## src/hdl/humidity_sensor_frame_decoder_unit_defines.svh

```systemverilog
// Assertion macros shared by the frame decoder modules
`ifndef HUMIDITY_SENSOR_FRAME_DECODER_UNIT_DEFINES_SVH
`define HUMIDITY_SENSOR_FRAME_DECODER_UNIT_DEFINES_SVH

// check a property in the same cycle as its trigger
`define HSFD_ASSERT_SAME(label, trig, prop, msg) \
  label: assert property (@(posedge clk) disable iff (rst) (trig) |-> (prop)) \
    else $error(msg);

// check a property in the cycle after its trigger
`define HSFD_ASSERT_NEXT(label, trig, prop, msg) \
  label: assert property (@(posedge clk) disable iff (rst) (trig) |=> (prop)) \
    else $error(msg);

`endif

```

## src/hdl/hsfd_pkg.sv

```systemverilog
// Types, constants and CRC function of the humidity sensor frame decoder
`default_nettype none

package hsfd_pkg;

  localparam logic [7:0] CRC_INIT = 8'hFF;
  localparam logic [7:0] CRC_POLY = 8'h31;

  localparam logic [1:0] STATUS_OK         = 2'd0;
  localparam logic [1:0] STATUS_FIRST_CRC  = 2'd1;
  localparam logic [1:0] STATUS_SECOND_CRC = 2'd2;

  localparam logic MODE_MEASURE = 1'b0;
  localparam logic MODE_SERIAL  = 1'b1;

  typedef struct packed {
    logic [7:0] data_byte;
    logic       frame_start;
  } hsfd_in_t;

  typedef struct packed {
    logic signed [14:0] temperature_centi;
    logic [13:0]        humidity_centi;
    logic [31:0]        serial_number;
    logic [1:0]         frame_status;
  } hsfd_out_t;

  typedef struct packed {
    logic        mode;
    logic [1:0]  status;
    logic [15:0] first_word;
    logic [15:0] second_word;
  } hsfd_frame_t;

  typedef struct packed {
    logic full;
    logic empty;
  } hsfd_queue_status_t;

  function automatic logic [7:0] crc8_byte(input logic [7:0] crc, input logic [7:0] data);
    logic [7:0] c;
    int i;
    c = crc ^ data;
    for (i = 0; i < 8; i++) begin
      c = c[7] ? ({c[6:0], 1'b0} ^ CRC_POLY) : {c[6:0], 1'b0};
    end
    return c;
  endfunction

endpackage

`default_nettype wire

```

## src/hdl/hsfd_front.sv

```systemverilog
// Front end: byte position tracking, CRC check and frame assembly
`default_nettype none

module hsfd_front (
  input  logic                        clk,
  input  logic                        rst,
  input  logic                        byte_valid,
  input  hsfd_pkg::hsfd_in_t          byte_data,
  output logic                        byte_stall,
  input  logic                        frame_mode,
  input  hsfd_pkg::hsfd_queue_status_t queue_status,
  output logic                        push,
  output hsfd_pkg::hsfd_frame_t       push_frame
);
  import hsfd_pkg::*;

  typedef enum logic [2:0] {
    POS_A_HI  = 3'd0,
    POS_A_LO  = 3'd1,
    POS_A_CRC = 3'd2,
    POS_B_HI  = 3'd3,
    POS_B_LO  = 3'd4,
    POS_B_CRC = 3'd5
  } pos_t;

  pos_t        pos;
  pos_t        pos_eff;
  logic [7:0]  crc;
  logic [7:0]  crc_in;
  logic [7:0]  crc_next;
  logic [15:0] first_word;
  logic [7:0]  second_high;
  logic [7:0]  second_low;
  logic        first_bad;
  logic        accept;

  assign byte_stall = queue_status.full;
  assign accept     = byte_valid && !byte_stall;

  always_comb begin
    pos_eff = pos;
    if (byte_data.frame_start || pos > POS_B_CRC) begin
      pos_eff = POS_A_HI;
    end
    crc_in   = (pos_eff == POS_A_HI || pos_eff == POS_B_HI) ? CRC_INIT : crc;
    crc_next = crc8_byte(crc_in, byte_data.data_byte);
  end

  always_comb begin
    push                   = accept && (pos_eff == POS_B_CRC);
    push_frame.mode        = frame_mode;
    push_frame.first_word  = first_word;
    push_frame.second_word = {second_high, second_low};
    if (first_bad) begin
      push_frame.status = STATUS_FIRST_CRC;
    end else if (crc != byte_data.data_byte) begin
      push_frame.status = STATUS_SECOND_CRC;
    end else begin
      push_frame.status = STATUS_OK;
    end
  end

  always_ff @(posedge clk) begin
    if (rst) begin
      pos       <= POS_A_HI;
      crc       <= CRC_INIT;
      first_bad <= 1'b0;
    end else if (accept) begin
      unique case (pos_eff)
        POS_A_HI: begin
          crc        <= crc_next;
          first_word <= {byte_data.data_byte, 8'h00};
          pos        <= POS_A_LO;
        end
        POS_A_LO: begin
          crc        <= crc_next;
          first_word <= {first_word[15:8], byte_data.data_byte};
          pos        <= POS_A_CRC;
        end
        POS_A_CRC: begin
          first_bad <= (crc != byte_data.data_byte);
          crc       <= CRC_INIT;
          pos       <= POS_B_HI;
        end
        POS_B_HI: begin
          crc         <= crc_next;
          second_high <= byte_data.data_byte;
          pos         <= POS_B_LO;
        end
        POS_B_LO: begin
          crc        <= crc_next;
          second_low <= byte_data.data_byte;
          pos        <= POS_B_CRC;
        end
        POS_B_CRC: begin
          crc       <= CRC_INIT;
          first_bad <= 1'b0;
          pos       <= POS_A_HI;
        end
        default: begin
          pos <= POS_A_HI;
        end
      endcase
    end
  end

endmodule

`default_nettype wire

```

## src/hdl/hsfd_queue.sv

```systemverilog
// Two-entry frame queue between the front end and the conversion back end
`default_nettype none
`include "humidity_sensor_frame_decoder_unit_defines.svh"

module hsfd_queue (
  input  logic                         clk,
  input  logic                         rst,
  input  logic                         push,
  input  hsfd_pkg::hsfd_frame_t        push_frame,
  input  logic                         pop,
  output hsfd_pkg::hsfd_frame_t        head,
  output hsfd_pkg::hsfd_queue_status_t status
);
  import hsfd_pkg::*;

  localparam int DEPTH = 2;
  localparam int PW    = $clog2(DEPTH);
  localparam logic [PW:0] DEPTH_CNT = (PW + 1)'(DEPTH);

  hsfd_frame_t     entries [DEPTH];
  logic [PW-1:0]   wr_ptr;
  logic [PW-1:0]   rd_ptr;
  logic [PW:0]     count;

  assign head         = entries[rd_ptr];
  assign status.full  = (count == DEPTH_CNT);
  assign status.empty = (count == '0);

  always_ff @(posedge clk) begin
    if (rst) begin
      wr_ptr <= '0;
      rd_ptr <= '0;
      count  <= '0;
    end else begin
      if (push) begin
        wr_ptr <= wr_ptr + 1'b1;
      end
      if (pop) begin
        rd_ptr <= rd_ptr + 1'b1;
      end
      unique case ({push, pop})
        2'b10:   count <= count + 1'b1;
        2'b01:   count <= count - 1'b1;
        default: count <= count;
      endcase
    end
  end

  always_ff @(posedge clk) begin
    if (push) begin
      entries[wr_ptr] <= push_frame;
    end
  end

  `HSFD_ASSERT_SAME(a_no_push_full, push, !status.full, "frame pushed into full queue")
  `HSFD_ASSERT_SAME(a_no_pop_empty, pop, !status.empty, "frame popped from empty queue")
  `HSFD_ASSERT_SAME(a_count_range, 1'b1, count <= DEPTH_CNT, "queue count out of range")

endmodule

`default_nettype wire

```

## src/hdl/hsfd_back.sv

```systemverilog
// Back end: scaling of measurement words, status gating and result register
`default_nettype none
`include "humidity_sensor_frame_decoder_unit_defines.svh"

module hsfd_back (
  input  logic                         clk,
  input  logic                         rst,
  input  hsfd_pkg::hsfd_frame_t        head,
  input  hsfd_pkg::hsfd_queue_status_t queue_status,
  output logic                         pop,
  output logic                         result_valid,
  input  logic                         result_stall,
  output hsfd_pkg::hsfd_out_t          result_data
);
  import hsfd_pkg::*;

  localparam logic [30:0]        TEMP_SCALE  = 31'd17500;
  localparam logic [29:0]        HUM_SCALE   = 30'd12500;
  localparam logic [16:0]        FULL_SCALE  = 17'd65535;
  localparam logic signed [15:0] TEMP_OFFSET = 16'sd4500;
  localparam logic signed [15:0] HUM_OFFSET  = 16'sd600;
  localparam logic signed [15:0] HUM_MAX     = 16'sd10000;

  logic               advance;
  logic               s1_valid;
  hsfd_frame_t        s1_frame;
  logic [30:0]        s1_temp_prod;
  logic [29:0]        s1_hum_prod;

  logic [14:0]        t_q;
  logic [16:0]        t_sum;
  logic [14:0]        t_ticks;
  logic signed [15:0] t_val;
  logic [13:0]        h_q;
  logic [16:0]        h_sum;
  logic [13:0]        h_ticks;
  logic signed [15:0] h_val;
  logic [13:0]        h_clamped;
  hsfd_out_t          result_next;

  assign advance = !result_valid || !result_stall;
  assign pop     = advance && !queue_status.empty;

  always_comb begin
    t_q     = s1_temp_prod[30:16];
    t_sum   = {2'b00, t_q} + {1'b0, s1_temp_prod[15:0]};
    t_ticks = t_q + 15'(t_sum >= FULL_SCALE);
    t_val   = $signed({1'b0, t_ticks}) - TEMP_OFFSET;

    h_q     = s1_hum_prod[29:16];
    h_sum   = {3'b000, h_q} + {1'b0, s1_hum_prod[15:0]};
    h_ticks = h_q + 14'(h_sum >= FULL_SCALE);
    h_val   = $signed({2'b00, h_ticks}) - HUM_OFFSET;
    priority if (h_val < 16'sd0) begin
      h_clamped = '0;
    end else if (h_val > HUM_MAX) begin
      h_clamped = HUM_MAX[13:0];
    end else begin
      h_clamped = h_val[13:0];
    end

    result_next              = '0;
    result_next.frame_status = s1_frame.status;
    if (s1_frame.status == STATUS_OK) begin
      if (s1_frame.mode == MODE_SERIAL) begin
        result_next.serial_number = {s1_frame.first_word, s1_frame.second_word};
      end else begin
        result_next.temperature_centi = t_val[14:0];
        result_next.humidity_centi    = h_clamped;
      end
    end
  end

  always_ff @(posedge clk) begin
    if (rst) begin
      s1_valid     <= 1'b0;
      result_valid <= 1'b0;
    end else if (advance) begin
      s1_valid     <= pop;
      result_valid <= s1_valid;
    end
  end

  always_ff @(posedge clk) begin
    if (advance) begin
      s1_frame     <= head;
      s1_temp_prod <= TEMP_SCALE * 31'(head.first_word);
      s1_hum_prod  <= HUM_SCALE * 30'(head.second_word);
      result_data  <= result_next;
    end
  end

  `HSFD_ASSERT_NEXT(a_pop_fills_stage, pop, s1_valid, "popped frame lost before product stage")
  `HSFD_ASSERT_NEXT(a_stage_holds, s1_valid && !advance, s1_valid, "product stage dropped under stall")
  `HSFD_ASSERT_SAME(a_error_zeroes, result_valid && result_data.frame_status != STATUS_OK, result_data.temperature_centi == 15'sd0 && result_data.humidity_centi == 14'd0 && result_data.serial_number == 32'd0, "CRC error result carries data")
  `HSFD_ASSERT_SAME(a_hum_clamped, result_valid, result_data.humidity_centi <= HUM_MAX[13:0], "humidity above full scale")

endmodule

`default_nettype wire

```

## src/hdl/humidity_sensor_frame_decoder_unit.sv

```systemverilog
// Top level of the humidity sensor frame decoder
// Usage:
//   Bytes enter on byte_valid / byte_stall / byte_data, one transaction per
//   byte. byte_data.frame_start marks byte 0 of a six-byte frame (word, CRC,
//   word, CRC) and drops any partial frame. The sixth byte produces one
//   transaction on result_valid / result_stall / result_data; other bytes
//   produce none.
//   frame_mode_we / frame_mode_wdata write the mode: 0 measurement
//   (temperature and humidity in hundredths), 1 serial number. Write it only
//   while no frame is in flight.
//   Throughput: one byte per cycle while byte_stall is low; the CRC byte
//   update is unrolled in the front end and the back end accepts a frame
//   every cycle unless a stalled result holds it. Path: the frame of the
//   sixth byte passes the queue, product register and result register.
//   Stall: a stalled result holds; the back end keeps its product stage and
//   the two-entry frame queue fills, then byte_stall rises until a slot frees.
//   Reset (rst, synchronous): clears byte position, CRC, queue and valids;
//   mode returns to measurement.
`default_nettype none

module humidity_sensor_frame_decoder_unit (
  input  logic                clk,
  input  logic                rst,
  input  logic                frame_mode_we,
  input  logic                frame_mode_wdata,
  input  logic                byte_valid,
  output logic                byte_stall,
  input  hsfd_pkg::hsfd_in_t  byte_data,
  output logic                result_valid,
  input  logic                result_stall,
  output hsfd_pkg::hsfd_out_t result_data
);
  import hsfd_pkg::*;

  logic               frame_mode;
  logic               push;
  logic               pop;
  hsfd_frame_t        push_frame;
  hsfd_frame_t        head;
  hsfd_queue_status_t queue_status;

  always_ff @(posedge clk) begin
    if (rst) begin
      frame_mode <= MODE_MEASURE;
    end else if (frame_mode_we) begin
      frame_mode <= frame_mode_wdata;
    end
  end

  hsfd_front u_front (
    .clk          (clk),
    .rst          (rst),
    .byte_valid   (byte_valid),
    .byte_data    (byte_data),
    .byte_stall   (byte_stall),
    .frame_mode   (frame_mode),
    .queue_status (queue_status),
    .push         (push),
    .push_frame   (push_frame)
  );

  hsfd_queue u_queue (
    .clk        (clk),
    .rst        (rst),
    .push       (push),
    .push_frame (push_frame),
    .pop        (pop),
    .head       (head),
    .status     (queue_status)
  );

  hsfd_back u_back (
    .clk          (clk),
    .rst          (rst),
    .head         (head),
    .queue_status (queue_status),
    .pop          (pop),
    .result_valid (result_valid),
    .result_stall (result_stall),
    .result_data  (result_data)
  );

endmodule

`default_nettype wire
```

## config.mk

```make
export PLATFORM = sky130hd
export DESIGN_NAME = humidity_sensor_frame_decoder_unit
export DESIGN_NICKNAME = d
export VERILOG_FILES = /design/src/hdl/hsfd_pkg.sv /design/src/hdl/hsfd_front.sv /design/src/hdl/hsfd_queue.sv /design/src/hdl/hsfd_back.sv /design/src/hdl/humidity_sensor_frame_decoder_unit.sv
export VERILOG_INCLUDE_DIRS = /design/src /design/src/hdl
export SDC_FILE = /design/constraint.sdc
export NUM_CORES = 1
export LEC_CHECK = 0
export ABC_CLOCK_PERIOD_IN_PS = 10600
export BUFFER_PORTS_ARGS = -buffer_cell sky130_fd_sc_hd__buf_4
export CAP_MARGIN = 20
export CORE_ASPECT_RATIO = 1.25
export CORE_MARGIN = 8
export CORE_UTILIZATION = 30
export DETAILED_ROUTE_END_ITERATION = 6
export SLEW_MARGIN = 30
export SYNTH_ARGS = -nofsm -noshare
export SYNTH_HDL_FRONTEND = slang
export SYNTH_HIERARCHICAL = 1
export SYNTH_SLANG_ARGS = --single-unit
export TNS_END_PERCENT = 30
```

## constraint.sdc

```tcl
create_clock -name clk -period 10.6 [get_ports clk]
set_input_delay 2.65 -clock clk [delete_from_list [all_inputs] [get_ports clk]]
set_output_delay 2.65 -clock clk [all_outputs]
set_load 0.02 [all_outputs]
```

After elaboration in Yosys (flattened, before gate mapping)
Memory sizes are Yosys's and may differ from the RTL's. A register that Yosys moved wholly into a read port is not among the register bits.
Index checks and enable logic that the tools add are counted.
Operators by class
  reductions and logical operators: 29
  multipliers: 2
  equality and inequality tests: 9
  add/sub/neg operators: 10
  bitwise operators: 12
  $lt $le $gt $ge: 5
  muxes and demuxes: 22
Operators with widths (count)
  6-bit two-way mux: 8
  17-bit by 16-bit >= comparator with 1-bit output, second input constant: 2
  16-bit case mux with 2 select lines: 1
  13-bit by 16-bit multiplier with 29-bit output, first input constant: 1
  12-bit by 16-bit multiplier with 28-bit output, first input constant: 1
  3-bit NOT: 8
  14-bit by 16-bit adder with 17-bit output: 1
  15-bit by 16-bit adder with 17-bit output: 1
  16-bit by 15-bit > comparator with 1-bit output, second input constant: 1
  16-bit by 1-bit less-than comparator with 1-bit output, second input constant: 1
  8-bit case mux with 2 select lines: 1
  15-bit by 1-bit adder with 15-bit output: 1
  3-bit case mux with 5 select lines: 1
  14-bit by 10-bit subtractor with 15-bit output, second input constant: 1
  15-bit by 13-bit subtractor with 15-bit output, second input constant: 1
  14-bit by 1-bit adder with 14-bit output: 1
  14-bit two-way mux: 1
  3-bit AND reduction: 3
  8-bit two-way mux: 1
  8-bit != test: 1
  2-bit nonzero test: 4
  4-bit OR reduction: 2
  8-bit XOR: 1
  3-bit by 2-bit == test with 1-bit output, second input constant: 2
  other kinds (23): 43
Storage, ports and cells
  memories kept: 1
  register bits: 206
  input bits: 15
  output and inout bits: 65
  RAM bits: 70
  logic and storage cells: 114
Memory list
  u_queue.entries: depth 2, bits a word 35, read ports 1, clocked after Yosys merged registers in 1, write ports 1, line hsfd_queue.sv:20  | hsfd_frame_t entries [DEPTH];

Logic depth before layout (Yosys ltp)
Gate-level depths: netlist (run 1).
  word-level depth: 24
  mapped depth: 27

Modules after synthesis
Netlist (run 1), hierarchy kept.
By module, submodules not included
  hsfd_back: cells each 1268, instances 1, area an instance 13782.0 um^2
  hsfd_queue: cells each 131, instances 1, area an instance 2721.4 um^2
  hsfd_front: cells each 181, instances 1, area an instance 2104.5 um^2
  humidity_sensor_frame_decoder_unit: cells each 3, instances 1, area an instance 33.8 um^2

Least setup slack after synthesis (run 1)
Ideal clock, no wire load.
  path kind: input to register
  start point: input result_stall
  end point: register, netlist name u_back/result_data[0]
  arrival: 5.124 ns
  stages: 1
  slack: 4.199 ns
  path buffers: 0
  data required time: 9.323 ns
  cells stage by stage: nand2_1
On the way
  longest elaborated chain between the ends: 2
RTL lines
  start: declaration: line humidity_sensor_frame_decoder_unit.sv:30  | input logic result_stall,
  1-bit logical NOT: line hsfd_back.sv:41  | assign advance = !result_valid || !result_stall;
  1-bit logical OR: line hsfd_back.sv:41
No other way between the ends.
A chain may end at the register's enable or synchronous reset.

==> results of run 1 <==
## critical path: cells and delay by family (launching register included)
| family | cells | cell delay (ps) |
|---|---|---|
| compound gates | 7 | 1540 |
| flops | 1 | 310 |
| mux | 1 | 470 |
| buf+inv | 5 | 590 |
| fa+ha+maj | 6 | 2430 |
| simple gates | 1 | 240 |
| xor+xnor | 1 | 150 |
## worst min path at each step
stage | startpoint | to | slack [ps] | cells after the start
floorplan | u_front/second_low[0] | u_queue/entries[0][0] | 420 | 0
global placement | u_front/first_word[9] | u_queue/entries[1][25] | 420 | 0
detailed placement | u_front/second_high[6] | u_queue/entries[0][14] | 430 | 0
CTS | u_front/second_high[6] | u_queue/entries[0][14] | 450 | 0
global route | u_front/second_high[6] | u_queue/entries[0][14] | 450 | 0
finish | u_front/second_high[6] | u_queue/entries[0][14] | 450 | 0
## layout make-up
cell class | instances | area share (%)
clock inverter | 22 | 1.212
multi-input combinational | 1041 | 45.17
tap | 832 | 4.897
clock buffer | 33 | 3.584
sequential | 274 | 37.76
inverter | 232 | 4.097
timing repair buffer | 87 | 3.278
## routing by layer
layer  global-route usage, %  vias up
met5                       0        -
li1                        -     5711
met4                   3.651        0
met2                   20.54      181
met1                   13.29     5613
met3                   1.534       50
## flip-flops by register name (all words and copies together), names as in the netlist, 2 cells and up, named ones only
signal               cells
u_front/second_low       8
u_back/s1_hum_prod      26
u_front/second_high      8
u_back/result_next       2
u_back/s1_frame         33
u_queue/count            2
u_back/result_data      63
u_queue/entries         70
u_front/pos              3
u_front/crc              8
u_front/first_word      16
u_back/s1_temp_prod     28
## cells by family (layout without fill, tap and decap cells)
kind of cell / Yosys count / after routing / synth area share [%]
simple gates: 318 / 318 / 9.370
fa+ha+maj: 321 / 321 / 25.21
compound gates: 235 / 235 / 8.262
mux: 41 / 41 / 2.436
buf+inv: 268 / 374 / 5.618
flops: 274 / 274 / 43.06
xor+xnor: 126 / 126 / 6.041
## stage by stage
| stage | utilization (%) | setup slack (ps) |
|---|---|---|
| after CTS | 34.37 | 4575 |
| after global routing | 34.42 | 4226 |
| after detailed placement | 32.72 | 4595 |
| after floorplan | - | 4199 |
| final | 34.42 | 4603 |
| after global placement | 32.64 | 4641 |
## layout by cell type, fill, tap and decap left out, types with 24 or more instances in the layout
| master | netlist | routed |
|---|---|---|
| edfxtp_1 | 254 | 254 |
| inv_1 | 232 | 232 |
| ha_1 | 230 | 230 |
| xnor2_1 | 94 | 94 |
| fa_1 | 91 | 91 |
| buf_4 | 6 | 84 |
| a21oi_1 | 74 | 74 |
| nor2_1 | 73 | 72 |
| and2_1 | 46 | 46 |
| nand2_1 | 46 | 45 |
| o21ai_0 | 38 | 38 |
| mux2_2 | 35 | 35 |
| clkbuf_16 | 0 | 30 |
| xor2_1 | 30 | 30 |
| a21o_1 | 25 | 25 |
| nor3_1 | 28 | 25 |
| nand3_1 | 24 | 24 |
==> metrics.md, run 1 <==
| Metric | Value |
|---|---|
| CP endpoint | u_back/s1_temp_prod[29] |
| Antenna-violating nets left | 0 |
| Synth Warn # | 6 |
| Most used cell, CP | inv_1 |
| Setup Viol. Count Final | 0 |
| Detailed-route DRC error count | 0 |
| Slew Viols, Final | 0 |
| Postcts setup bufs | 0 |
| Top cell type's share of synthesized area | 40.92% |
| Worst skew pair latency | 600 ps |
| Nets | 2002 |
| Reg2reg path depth | 21 |
| DR pass1 iterations | 4 |
| Register area share after synthesis | 43.06% |
| CP max-delay cell | fa_1 |
| Max incr delay on CP | 520 ps |
| Area after DPL | 0.02021 sq mm |
| FMAX | 166.7 MHz |
| HP Class | reg2reg |
| Library cells used by synthesis | 80 |
| Cts bufs inserted | 30 |
| Max-Cap Viols | 0 |
| Avg Inst Size Synth | 11.78 sq um |
| Clock Skew | 22.88 ps |
| Crit path time final | 5997 ps |
| Total negative slack | 0 ps |
| Async SR Flop Fraction | 0% |
| Fill count | 6136 |
| Die height | 294.7 microns |
| Ports | 80 |
| Cell Area, Synth | 0.01864 sq mm |
| Deepest clock path buffer count | 3 |
| Routed vias | 11560 |
| Met2 WL post-DR | 20220 microns |
| DR WL met3 | 1418 microns |
| Critical path class | reg2reg |
| Cell Chain, Critical Path | buf_4 > mux2_2 > ha_1 > inv_1 > fa_1 > inv_1 > ha_1 > fa_1 > inv_1 > fa_1 > inv_1 > ha_1 > o21a_1 > o21ai_0 > o32ai_1 > and4_1 > o31ai_1 > a21oi_1 > a211oi_1 > a21oi_1 > xor2_1 |
| CTS root buf | clkbuf_16 |
| Pin count of the biggest net entering global routing | 81 |
| Highest Signal Layer | met4 |
| Multi-input gate area | 0.009602 sq mm |
| WL per Instance | 15.74 microns |
| Hold_buf cts | 0 |
| Count leader, synth | edfxtp_1 |
| Initial antenna violation count | 0 |
| Vias in the first global route | 12170 |
| Share of layout cells above drive strength 1 | 11.90% |
| Hold Slack | 446.2 ps |
| Synth area leaders | edfxtp_1 41%, ha_1 15%, fa_1 9.8%, inv_1 4.7%, xnor2_1 4.4% |
| # rows | 102 |
| Most common flop cell mapped by yosys | edfxtp_1 |
| Starting DRC count in detailed routing | 405 |
| Gp weighted congestion | 0.8870 |
| H-Tree Depth | 1 |
| Final antenna diode count | 0 |
| Routed WL | 39680 microns |
| Fin crit share | 56.58% |
| Worst-path fanout max | 35 |
| Post-synth EDFFs | 254 |
| Dpl hpwl | 30300 microns |
| Synth area leader | edfxtp_1 |
| Clock Sinks | 274 |
| Worst setup SP type | flop |
| First-pass GRT wire length | 64000 microns |
| Design area | 0.02126 sq mm |
| Syn Inst Count | 1583 |
| Placed cells | 2465 |
| Cell Count, Final, Fillers Out | 2521 |
| Post-synth top cells | 254 x edfxtp_1, 232 x inv_1, 230 x ha_1 |
| Status | complete, no violations |
| Syn nets | 1919 |
| Core Box Area | 0.06177 sq mm |
| Total congestion overflow | 0 |
| Synthesis-stage register bit count | 274 |
| Post-cts repair resize count | 0 |
| Syn-to-layout area delta | 14.03% |
| R2R Path End | u_back/s1_temp_prod[29] |
| Final Hold Viols | 0 |
| CP required | 10940 ps |
| Die Wd | 239.0 microns |
| WP data arrival | 6340 ps |
| Starting density of the core | 30.18% |
| Met1 WL | 17080 microns |
| Sequential cell area | 0.008028 sq mm |
| Rel. slew slack | 43.32% |
| Worst slew pin tran | 846.6 ps |
| R2R Setup Slk | 4600 ps |
| Gr usage total | 11.19% |
| RSZ-0062 raised after global routing | no |
| Setup crit end kind | flop |
| Port Buffer Count | 79 |
| Die Area | 0.07042 sq mm |
| TritonCTS clock tree | done |
| Reg clk slew, reported paths | 60 ps |
| Routed vias/inst | 4.583 |
Power of run 1 is left out: the tool's default activity adds up to more than one toggle a clock period on the data nets, which glitch-free logic cannot reach.
==> inputs of run 2 (changes only) <==
ABC_CLOCK_PERIOD_IN_PS = 5100   (was 10600)
clock period = 5.1 ns   (was 10.6 ns; I/O delays follow)
==> run 2 against run 1 <==
Net effect: register-to-register slack got worse by 4700 ps; via count is 5.9% higher; critical path depth decreased by 1; non-clock buffer count increased by 183; hold slack got worse by 6.4 ps; first-iteration DRC count shrank 7.9%; clock skew shrank 3.5 ps; global-route usage up 0.16 points; cell count is 7.2% higher; utilization up 3.5 points; sequential cell count unchanged; largest cell class unchanged; the flow now finishes with violations (setup timing).
==> metrics.md, run 2 (synthesized netlist as in run 1, its figures left out) <==
| Metric | Value |
|---|---|
| CTS root buf | clkbuf_16 |
| Setup crit end kind | flop |
| Reg clk slew, reported paths | 60 ps (about the same) |
| Max-Cap Viols | 0 (unchanged) |
| Routed vias/inst | 4.530 (-1.2%) |
| Worst skew pair latency | 580 ps (-20 ps) |
| Port Buffer Count | 79 (unchanged) |
| WP data arrival | 5540 ps (-800 ps) |
| Syn-to-layout area delta | 25.63% |
| Final Hold Viols | 0 (unchanged) |
| Most common cell after layout, fill and taps aside | buf_4 |
| Cts bufs inserted | 29 (-3.3%) |
| Slew Viols, Final | 0 (unchanged) |
| Worst slew pin tran | 864.7 ps (+18.19 ps) |
| Initial antenna violation count | 0 (unchanged) |
| Crit path time final | 5234 ps (-763.3 ps) |
| Setup Viol. Count Final | 10 (+10) |
| Max incr delay on CP | 550 ps (+30 ps) |
| DR pass1 iterations | 4 (unchanged) |
| WL per Instance | 15.06 microns (-4.3%) |
| CP required | 5400 ps (-5540 ps) |
| Largest register by flop count | u_queue/entries |
| Vias in the first global route | 13020 (+6.9%) |
| Failing checks | setup timing |
| HP Class | reg2reg |
| Cell Chain, Critical Path | buf_12 > buf_6 > mux2_4 > ha_4 > ha_4 > inv_4 > fa_1 > inv_1 > fa_1 > fa_1 > ha_4 > and2_4 > a311o_1 > a21o_1 > a221oi_2 > o31ai_2 > or4_4 > buf_6 > nand2_4 > a211oi_2 |
| Clock Skew | 19.43 ps (-3.452 ps) |
| First-pass GRT wire length | 65740 microns (+2.7%) |
| Met3 usage | 1.319% (-0.22 points) |
| Nets | 2184 (+9.1%) |
| Area after DPL | 0.02153 sq mm (+6.5%) |
| # rows | 102 (unchanged) |
| CP max-delay cell | fa_1 |
| TritonCTS clock tree | done |
| Biggest registers after layout | u_queue/entries (70), u_back/result_data (63), u_back/s1_frame (33) |
| FMAX | 191.1 MHz (+15%) |
| Ports | 80 (unchanged) |
| Met1 usage in global routing | 13.33% (+0.036 points) |
| Setup WS post-layout | -134.0 ps (-4737 ps) |
| Die height | 294.7 microns (unchanged) |
| Fin crit share | 102.6% (+46 points) |
| Most frequent cells in the layout | 255 x buf_4, 254 x edfxtp_1, 220 x inv_1 |
| Gp weighted congestion | 0.8504 (-4.1%) |
| Design area | 0.02342 sq mm (+10%) |
| Deepest clock path buffer count | 3 (unchanged) |
| Total congestion overflow | 0 (unchanged) |
| Worst-path fanout max | 8 (-77%) |
| Critical path class | reg2reg |
| RSZ-0062 raised after global routing | yes |
| Routed vias | 12240 (+5.9%) |
| Clock Sinks | 274 (unchanged) |
| Dpl hpwl | 31570 microns (+4.2%) |
| Fill count | 5918 (-3.6%) |
| Worst setup SP type | flop |
| Pin count of the biggest net entering global routing | 69 (-15%) |
| Number of flip-flops in the largest register | 70 (unchanged) |
| Hold_sp | u_front/second_high[1] |
| Buf/Inv on CP | 5 (unchanged) |
| Top delay family on crit path | adder cells |
| Detailed-route DRC error count | 0 (unchanged) |
| Busiest grt layer | met2 |
| Starting density of the core | 30.18% (unchanged) |
| Final antenna diode count | 0 (unchanged) |
| Gr usage total | 11.35% (+0.16 points) |
| Status | finished, violations left |
| Rel. slew slack | 42.10% (-1.2 points) |
| Die Area | 0.07042 sq mm (unchanged) |
| Antenna-violating nets left | 0 (unchanged) |
| Starting DRC count in detailed routing | 373 (-7.9%) |
| Routed WL | 40700 microns (+2.6%) |
| Die Wd | 239.0 microns (unchanged) |
| H-Tree Depth | 1 (unchanged) |
| Core Box Area | 0.06177 sq mm (unchanged) |
| Share of layout cells above drive strength 1 | 26.63% (+15 points) |
| Met2 Resource Use GR | 21.14% (+0.60 points) |
## run 2: path summary, 6_finish.rpt
| path | end | cells past startpoint | slack, ps |
|---|---|---|---|
| worst min register to register | u_queue/entries[1][9] | 0 | 440 |
| worst min-delay path | u_queue/entries[1][9] | 0 | 440 |
| worst max register to register | u_back/s1_hum_prod[29] | 20 | -130 |
| worst max-delay path | u_back/s1_hum_prod[29] | 20 | -130 |
## run 2: routing by layer
layer	vias to the layer above	routed length (microns)
li1	6072	-
met4	0	1146
met3	70	1291
met5	-	0
met2	181	21000
met1	5916	17270
## run 2: area by class of cell
| class | instances | area, sq um | share of cell area [%] |
|---|---|---|---|
| clock buffers | 31 | 733.2 | 3.131 |
| multi-input cells | 1041 | 10430 | 44.53 |
| repair buffers | 270 | 2143 | 9.152 |
| well taps | 832 | 1041 | 4.445 |
| inverters | 232 | 875.8 | 3.740 |
| flip-flops and latches | 274 | 8031 | 34.30 |
| clock inverters | 22 | 166.4 | 0.7106 |
## run 2: metrics by stage
stage,hold slack (ps),setup TNS [ps],std cells,worst slack (ps),util [%]
floorplan,421.5,-389.4,1583,-152.7,-
global placement,426.0,-1507,2622,-232.0,34.80
detailed placement,430.4,-3120,2623,-274.7,34.86
CTS,442.7,-1006,2693,-170.8,37.12
global route,442.8,-3142,2702,-280.2,37.91
finish,439.8,-549.2,2702,-134.0,37.91
## run 2: repair_timing
action / in CTS / in global routing
hold buffers: 0 / 0
setup endpoints to repair: 30 / 36
buffers inserted: 17 / 8
cloned: 0 / 1
pin swaps: 52 / 56
endpoints found under the hold margin: 0 / 0
resized for setup: 69 / 88
## run 2: worst reg2reg max path, stage by stage (launching register included)
cell,delay (ps)
dfxtp_4,350
buf_12,140
buf_6,120
mux2_4,320
ha_4,250
ha_4,280
inv_4,30
fa_1,540
inv_1,50
fa_1,450
fa_1,550
ha_4,220
and2_4,130
a311o_1,260
a21o_1,180
a221oi_2,270
o31ai_2,120
or4_4,440
buf_6,140
nand2_4,60
a211oi_2,60
Power of run 2 is left out for the same reason.
==> inputs of run 3 (changes only) <==
CORE_ASPECT_RATIO = 1.4   (was 1.25)
==> run 3 against run 2 <==
Net effect: the run still ends with setup timing left; routed wire length grew 0.40%; hold slack gained 2.3 ps; die area about the same; utilization is 0.052 points higher.
==> metrics.md, run 3 (synthesized netlist as in run 1, its figures left out) <==
| Metric | Value |
|---|---|
| Gp weighted congestion | 0.8761 (+3.0%) |
| Hold_buf cts | 0 (unchanged) |
| Dpl hpwl | 31620 microns (+0.14%) |
| Biggest registers after layout | u_queue/entries (70), u_back/result_data (63), u_back/s1_frame (33) |
| Gr usage total | 11.48% (+0.13 points) |
| Deepest clock path buffer count | 3 (unchanged) |
| WP data arrival | 5690 ps (+150 ps) |
| Syn-to-layout area delta | 25.77% |
| Routed vias/inst | 4.541 (+0.24%) |
| HP Class | reg2reg |
| Total congestion overflow | 0 (unchanged) |
| WL per Instance | 15.14 microns (+0.51%) |
| Routed WL | 40860 microns (+0.40%) |
| CTS root buf | clkbuf_16 |
| Sequential cell area | 0.008031 sq mm (unchanged) |
| H-Tree Depth | 1 (unchanged) |
| Number of flip-flops in the largest register | 70 (unchanged) |
| Area after DPL | 0.02160 sq mm (+0.31%) |
| Fill count | 5927 (+0.15%) |
| Clock Sinks | 274 (unchanged) |
| Hold Slack | 442.1 ps (+2.331 ps) |
| Crit path time final | 5294 ps (+59.67 ps) |
| Detailed-route DRC error count | 0 (unchanged) |
| Setup WS post-layout | -193.7 ps (-59.67 ps) |
| RSZ-0062 raised after global routing | yes |
| CP required | 5490 ps (+90 ps) |
| Setup crit end kind | flop |
| Largest register by flop count | u_queue/entries |
| Die Wd | 226.7 microns (-5.1%) |
| Antenna-violating nets left | 0 (unchanged) |
| Starting density of the core | 30.19% (about the same) |
| Pin count of the biggest net entering global routing | 71 (+2.9%) |
| Ports | 80 (unchanged) |
| DR pass1 iterations | 6 (+2) |
| Die height | 311.0 microns (+5.5%) |
| Worst slew pin tran | 883.7 ps (+18.91 ps) |
| Share of layout cells above drive strength 1 | 26.91% (+0.28 points) |
| Critical path class | reg2reg |
| Design area | 0.02345 sq mm (+0.11%) |
| First-pass GRT wire length | 66190 microns (+0.69%) |
| Failing checks | setup timing |
| Met2 WL post-DR | 21550 microns (+2.7%) |
| Die Area | 0.07048 sq mm (about the same) |
| Status | finished, violations left |
| Slew Viols, Final | 0 (unchanged) |
| Rel. slew slack | 41.09% (-1.0 points) |
| Core Util, Final | 37.96% (+0.052 points) |
| Worst setup SP type | flop |
| Cts bufs inserted | 28 (-3.4%) |
| Total negative slack | -583.1 ps (-33.87 ps) |
| Vias in the first global route | 12710 (-2.4%) |
| TritonCTS clock tree | done |
| Starting DRC count in detailed routing | 543 (+46%) |
| Met1 WL | 17050 microns (-1.2%) |
| FMAX | 188.9 MHz (-1.1%) |
| Most common cell after layout, fill and taps aside | buf_4 |
| # rows | 108 (+5.9%) |
| Worst-path fanout max | 5 (-3) |
| Highest Signal Layer | met4 |
| Fin crit share | 103.8% (+1.2 points) |
| Most frequent cells in the layout | 267 x buf_4, 254 x edfxtp_1, 214 x inv_1 |
| Multi-input gate area | 0.01049 sq mm (+0.64%) |
| Final Hold Viols | 0 (unchanged) |
| Max-Cap Viols | 0 (unchanged) |
| Worst skew pair latency | 580 ps (about the same) |
| Core Box Area | 0.06175 sq mm (about the same) |
| Initial antenna violation count | 0 (unchanged) |
| Routed vias | 12260 (+0.13%) |
| Reg clk slew, reported paths | 60 ps (about the same) |
| Clock Skew | 20.46 ps (+1.028 ps) |
| Setup Viol. Count Final | 6 (-4) |
| Port Buffer Count | 79 (unchanged) |
| Nets | 2189 (+0.23%) |
| DR WL met3 | 1205 microns (-6.7%) |
==> run 3: path summary, 6_finish.rpt <==
kind | cells past startpoint | slack, ps | start | endpoint
hold reg to reg | 0 | 440 | u_front/second_high[1] | u_queue/entries[0][9]
setup reg to reg | 19 | -190 | flop | u_back/s1_hum_prod[29]
hold / removal | 0 | 440 | u_front/second_high[1] | u_queue/entries[0][9]
setup / recovery | 19 | -190 | flop | u_back/s1_hum_prod[29]
==> run 3: per-stage QoR <==
step / worst slack (ps) / std cells
after global placement: -265.7 / 2624
after floorplan: -152.7 / 1583
after detailed placement: -375.8 / 2625
final: -193.7 / 2699
after CTS: -233.4 / 2690
after global routing: -360.4 / 2698
==> run 3: what timing repair did <==
action	CTS	global route
gates resized for setup	87	68
setup endpoints to repair	28	37
setup buffers	14	9
pin swaps	59	53
gates cloned	1	1
==> run 3: worst max-delay path, stage by stage, from the launching register on <==
cell	delay [ps]
dfxtp_4	400
buf_12	140
buf_12	110
mux2_4	340
ha_4	260
ha_4	270
inv_2	30
fa_1	500
inv_2	40
fa_1	460
fa_1	550
ha_4	220
and2_4	130
a311o_1	310
a21o_1	180
a221oi_2	310
o31ai_2	110
or4_4	440
and3_4	170
a211oi_2	140
==> run 3: area by class of cell <==
class | count | share of cell area, %
Antenna cell | 1 | 0.01067
Multi-Input combinational cell | 1041 | 44.76
Sequential cell | 274 | 34.26
Timing Repair Buffer | 276 | 9.259
Clock inverter | 18 | 0.5443
Tap cell | 825 | 4.403
Clock buffer | 32 | 3.053
Inverter | 232 | 3.714
==> run 3: metal layers <==
metal | vias to the layer above | track usage [%]
met5 | - | 0
met4 | 0 | 3.440
met3 | 58 | 1.245
met2 | 167 | 21.50
met1 | 5926 | 13.45
li1 | 6104 | -
Power of run 3 is left out for the same reason.
